`src/hdl/pmg_pkg.sv`:
```
package pmg_pkg;

  // register indexes
  localparam logic [2:0] REG_POS0   = 3'd0;
  localparam logic [2:0] REG_POS1   = 3'd1;
  localparam logic [2:0] REG_POS2   = 3'd2;
  localparam logic [2:0] REG_MASS0  = 3'd3;
  localparam logic [2:0] REG_MASS1  = 3'd4;
  localparam logic [2:0] REG_MASS2  = 3'd5;
  localparam logic [2:0] REG_ENABLE = 3'd6;

  localparam int NUM_SLOTS = 3;

  typedef enum logic [3:0] {
    ST_IDLE,
    ST_SETUP,
    ST_SQRT,
    ST_DEN,
    ST_DIVX,
    ST_ACCX,
    ST_DIVY,
    ST_ACCY,
    ST_NEXT,
    ST_FINAL,
    ST_OUT
  } state_t;

  // shared unit operations
  typedef enum logic [1:0] {
    OP_NONE,
    OP_SQRT,
    OP_DIV
  } op_t;

  typedef struct packed {
    logic        start;
    op_t         op;
    logic [49:0] a;   // sqrt radicand or dividend
    logic [57:0] b;   // divisor, up to d^2 * sqrt(d^2 * 2^16)
  } unit_req_t;

  typedef struct packed {
    logic        done;
    logic [49:0] res;
  } unit_rsp_t;

endpackage

```
`src/hdl/pmg_unit.sv`:
```
// shared iterative unit: bit-pair square root or restoring division,
// one step per cycle
module pmg_unit (
  input  logic               clk,
  input  logic               rst,
  input  pmg_pkg::unit_req_t req,
  output pmg_pkg::unit_rsp_t rsp
);

  logic         busy;
  logic         done;
  pmg_pkg::op_t op;
  logic [5:0]   cnt;
  logic [58:0]  rem;
  logic [49:0]  acc;
  logic [49:0]  src;
  logic [57:0]  dvs;

  logic [58:0] trial;
  logic [58:0] rem_sh;

  // trial value for the current step
  always_comb begin
    if (op == pmg_pkg::OP_SQRT) begin
      rem_sh = {rem[56:0], src[49:48]};
      trial  = {7'd0, acc, 2'b01};
    end else begin
      rem_sh = {rem[57:0], 1'b0};
      trial  = {1'b0, dvs};
    end
  end

  always_ff @(posedge clk) begin
    if (rst) begin
      busy <= 1'b0;
      done <= 1'b0;
    end else begin
      done <= 1'b0;
      if (req.start) begin
        busy <= 1'b1;
        op   <= req.op;
        dvs  <= req.b;
        if (req.op == pmg_pkg::OP_SQRT) begin
          src <= req.a;
          rem <= '0;
          cnt <= 6'd25;
        end else begin
          src <= '0;
          rem <= {9'd0, req.a};
          cnt <= 6'd32;
        end
        acc <= '0;
      end else if (busy) begin
        if (rem_sh >= trial) begin
          rem <= rem_sh - trial;
          acc <= {acc[48:0], 1'b1};
        end else begin
          rem <= rem_sh;
          acc <= {acc[48:0], 1'b0};
        end
        src <= {src[47:0], 2'b00};
        cnt <= cnt - 6'd1;
        if (cnt == 6'd1) begin
          busy <= 1'b0;
          done <= 1'b1;
        end
      end
    end
  end

  assign rsp = '{done: done, res: acc};

  assert property (@(posedge clk) disable iff (rst) done |-> !busy)
    else $error("unit still busy after done");
  assert property (@(posedge clk) disable iff (rst) req.start |=> busy)
    else $error("unit did not start");
  assert property (@(posedge clk) disable iff (rst) busy |-> !req.start)
    else $error("unit restarted while busy");

endmodule

```
`config.mk`:
```
export PLATFORM = sky130hd
export DESIGN_NAME = pmg_unit
export DESIGN_NICKNAME = d
export VERILOG_FILES = /design/src/hdl/pmg_pkg.sv /design/src/hdl/pmg_unit.sv
export SDC_FILE = /design/constraint.sdc
export NUM_CORES = 1
export LEC_CHECK = 0
export BUFFER_PORTS_ARGS = -buffer_cell sky130_fd_sc_hd__buf_4
export CORE_MARGIN = 10
export CORE_UTILIZATION = 47
export DETAILED_ROUTE_END_ITERATION = 10
export GPL_TIMING_DRIVEN = 0
export PLACE_DENSITY = 0.67
export RECOVER_POWER = 100
export SYNTH_ARGS = -nofsm -noshare
export SYNTH_HDL_FRONTEND = slang
export SYNTH_SLANG_ARGS = --single-unit
```
`constraint.sdc`:
```
create_clock -name clk -period 27.2 [get_ports clk]
set_input_delay 5.44 -clock clk [delete_from_list [all_inputs] [get_ports clk]]
set_output_delay 5.44 -clock clk [all_outputs]
set_load 0.01 [all_outputs]
```
* After elaboration in Yosys (flattened, before gate mapping)
Index checks and enable logic that the tools add are counted. Widths: inputs -> output; s select.
Storage, ports and cells: register bits after elaboration 226, input bits 113, output and inout port bits 51, logic and storage cells 38
Cells by class: add/sub/neg operators 2, order comparisons 1, equal/unequal tests 3, mux-type cells 18, bitwise operators 2, reduce and logical (&&, ||, !) cells 4
Operators by type and width (number):
- $mux 50 | 5
- $mux 58 | 4
- $ge 59x58->1 | 1
- $mux 59 | 1
- $sub 58x58->58 | 1
- $mux 6 | 3
- $eq 6x1->1 const B | 1
- $sub 6x1->6 const B | 1
- $mux 1 | 5
- $eq 2x1->1 const B | 2
- $reduce_and 2->1 | 2
- $reduce_or 3->1 | 1
- $not 1->1 | 2
- $reduce_bool 2->1 | 1

* Depth between registers and ports, before layout
depth after elaboration 6, gate-level depth with buffers 21, gate-level depth less buffers 14

* Worst setup path after synthesis
Ideal clock, no wire load.
path kind input -> register, from input port req[110] (netlist name), to register acc[0] (enable), library setup time 0.690 ns, arrival 12.881 ns, slack 13.629 ns, cell stages on the path 4, buffers on the path 2, cells stage by stage clkbuf_1 clkbuf_1 nor2_1 nor2_1
On the way: cells in the longest elaborated chain, start to end 2
Ends and longest elaborated chain:
- from (decl) | RTL line pmg_unit.sv:6 | input pmg_pkg::unit_req_t req,
- $reduce_bool 2->1 (no source line)
- $reduce_and 2->1 (no source line)
- to (signal assigned) | RTL line pmg_unit.sv:56 | acc <= {acc[48:0], 1'b1};
- to (signal assigned) | RTL line pmg_unit.sv:59 | acc <= {acc[48:0], 1'b0};
- to (decl) | RTL line pmg_unit.sv:15 | logic [49:0] acc;
No other way between the ends. A chain may end at the register's enable or synchronous reset.

* Final worst setup path
from input port req[110] (netlist name), to register rem[29] (enable)
On the way: cells in the longest elaborated chain, start to end 2
Ends and longest elaborated chain:
- $reduce_bool 2->1 (no source line)
- $reduce_and 2->1 (no source line)
- to (signal assigned) | RTL line pmg_unit.sv:49 | rem <= {9'd0, req.a};
- to (signal assigned) | RTL line pmg_unit.sv:55 | rem <= rem_sh - trial;
- to (signal assigned) | RTL line pmg_unit.sv:58 | rem <= rem_sh;
- to (decl) | RTL line pmg_unit.sv:14 | logic [58:0] rem;
No other way between the ends.

==> flow_summary.json <==
{
  "syn2layout_area_growth_pct": 16.5,
  "rsz0062_at_grt": "no",
  "gr-total-overflow": 0,
  "crit_type": "in2reg",
  "cts.sinks": 226,
  "num_antenna_cells": 0,
  "dr.pass1.iters": 5,
  "die_h_um": 190,
  "postLayoutCoreUtil_pct": 55.5,
  "hold_viol": 0,
  "synth_top_cells_by_area": "edfxtp_1 49%, mux2i_1 6.2%, ha_1 5.5%",
  "slew_violations": 226,
  "grtUsageTotal_pct": 20.8,
  "clk_path_buf_depth": 3,
  "synth_seq_cells": 226,
  "rows": 62,
  "port_buffers": 163,
  "place.gp.congestion": 0.928,
  "worst_setup_path_end_kind": "flip-flop",
  "irDropWorstVdd_mv": 0.0354,
  "reg2reg_slack_ps": 18450,
  "cts-resized-gates": 0,
  "worstMarginPinSlew_ps": 1970,
  "vias": 10500,
  "start_kind": "input port",
  "min_period_over_period_pct": 42.6,
  "fmax_mhz": 86.3,
  "antenna_found_initial": 0,
  "die_w_um": 190,
  "relSlewSlack_pct": -31.3,
  "synth_edf_count": 224,
  "core-area_um2": 28600,
  "final_nets": 1575,
  "synth_seq_area_share_pct": 49.6,
  "fin_ws_ps": 15610,
  "drtAntennaViolNets": 0,
  "tns_ps": 0,
  "start_util_pct": 47.6,
  "first_global_vias": 10700,
  "ys.warnings.count": 0,
  "finalSetupViolCount": 0,
  "drive_above_1_share_pct": 15.5,
  "yosysTopAreaCellShare_pct": 49.3,
  "h-tree-depth": 1,
  "syn_nets": 1378,
  "clk_pin_slew_worst_paths_ps": 60,
  "arrival_ps": 11710,
  "pre_cts_ws_ps": 18780,
  "hold_buffers": 0,
  "netlist_area_um2": 13600,
  "synth.distinct_cells": 73,
  "grt_max_degree": 36,
  "hp-class": "reg2reg",
  "die_area_um2": 36200,
  "wl_per_cell_um": 21.6,
  "syn_avg_cell_area_um2": 11.3,
  "routed_via_density": 5.81,
  "leakage_nw": 6.26,
  "violations": "max-capacitance violations, max-slew violations",
  "cts_post_setup_buffers_inserted": 0,
  "status": "finished with violations",
  "crit_path_max_fanout": 35,
  "power_density_nw_per_um2": 71.1,
  "cts_buffers": 25,
  "cts_tree": "built",
  "maxCapViolCount": 7,
  "synth_ff_type": "edfxtp_1",
  "clockRootBuffer": "clkbuf_16",
  "async_flop_share_pct": 0,
  "drc": 0,
  "critPathRequiredTime_ps": 27310,
  "period_needed_ps": 11590,
  "wirelength_mm": 38.9,
  "dpl.hpwl_mm": 29.5,
  "fin_skew_ps": 16.2,
  "worstSkewPairLatency_ps": 530,
  "syn_inst": 1204,
  "grt_pass1_wl_mm": 60.3,
  "io_pins": 164,
  "first_iter_violations": 826,
  "yosysTopAreaCell": "edfxtp_1"
}
-- final cells by class --
type / instances / area [µm²]
clock buffers: 31 / 648
repair buffers: 170 / 1050
inverters: 19 / 71.3
flip-flops and latches: 226 / 6770
plain buffers: 75 / 295
fillers: 2550 / 12700
multi-input cells: 884 / 6470
well taps: 384 / 480
clock inverters: 13 / 93.8
-- report_power, final --
group          internal (W)  switching, W  leakage [nW]  total [W]
clock              0.000178      0.000137         0.360   0.000315
combinational      0.000152      0.000225          3.72   0.000376
sequential         0.000425     0.0000136          2.18   0.000439
-- flip-flops by register name, summed over array words and instances (netlist names) --
register	flops
acc	50
busy	1
cnt	6
done	1
dvs	58
op	2
rem	58
src	50
-- path summary, 6_finish.rpt --
path,from,to,cells after the start
setup / recovery,req[110],rem[29],8
hold / removal,busy,done,1
setup reg to reg,op[0],rem[35],20
hold reg to reg,busy,done,1
-- synthesized netlist by cell type (3+ instances only) --
cell,instances
a21oi_1,78
nor2_1,38
o221ai_1,6
xnor2_1,32
o22ai_1,4
a31oi_1,9
or4_1,3
nand3_1,13
or3_1,5
edfxtp_1,224
and2_1,7
o21ai_0,83
a211o_1,4
o211ai_1,5
o21bai_1,12
nand2_1,113
inv_1,18
a221o_1,9
ha_1,60
buf_4,4
and3_1,20
a21boi_0,3
o21a_1,5
xor2_1,21
clkbuf_1,61
nor3_1,11
a22o_1,49
a21o_1,23
a211oi_1,7
nand4_1,19
buf_2,7
mux2i_1,84
nor2b_1,55
and4_1,4
nand2b_1,3
nor4_1,3
mux2_2,57
-- cell families (layout without fill, tap and decap cells) --
logic type                 after synthesis  after routing  synth area share (%)
AOI/OAI and AO/OA                      323            323                  16.1
xor gates and xnor gates                53             53                  3.40
adders and majority gates               61             61                  5.65
buffers and inverters                   94            308                  2.87
DFF                                    226            226                  49.6
muxes                                  141            141                  10.9
and+or+nand+nor                        306            306                  11.4
-- critical path, cell delays in order --
cell and delay [ps]:
clkbuf_1 230, clkbuf_1 720, clkbuf_1 500, nor2_1 140, nor2_1 600, clkbuf_1 1310, clkbuf_1 1310, clkbuf_1 1400
-- cell usage in the layout, fill, tap and decap left out, types with 5 or more instances in the layout --
master     instances
a211oi_1           7
a21o_1            23
a21oi_1           78
a221o_1            9
a22o_1            49
a31oi_1            9
and2_1             5
and3_1            20
buf_4             52
clkbuf_1         136
clkbuf_16         25
clkbuf_4          60
clkinv_2           5
edfxtp_1         224
ha_1              60
inv_1             19
mux2_2            57
mux2i_1           84
nand2_1          113
nand3_1           13
nand4_1           19
nor2_1            38
nor2b_1           55
nor3_1            11
o211ai_1           5
o21a_1             5
o21ai_0           83
o21bai_1          12
o221ai_1           6
or3_1              5
xnor2_1           32
xor2_1            21
-- layer usage --
| layer | GRT usage (%) | vias to the layer above | routed length (µm) |
|---|---|---|---|
| met5 | 0 | - | 0 |
| met1 | 29.1 | 5044 | 17900 |
| met4 | 4.75 | 0 | 691 |
| met3 | 3.97 | 54 | 2840 |
| met2 | 32.8 | 390 | 17500 |
| li1 | - | 4983 | - |
-- per-stage QoR --
stage               power, W  cell area (µm²)  std cells  hold slack, ps
floorplan           0.000716            13600       1204             466
global placement    0.000822            15300       1751             479
detailed placement  0.000823            15500       1758             491
CTS                  0.00114            16200       1802             499
global route         0.00119            15900       1802             518
finish               0.00113            15900       1802             498
Note: power is estimated with default switching activity, not from simulation.
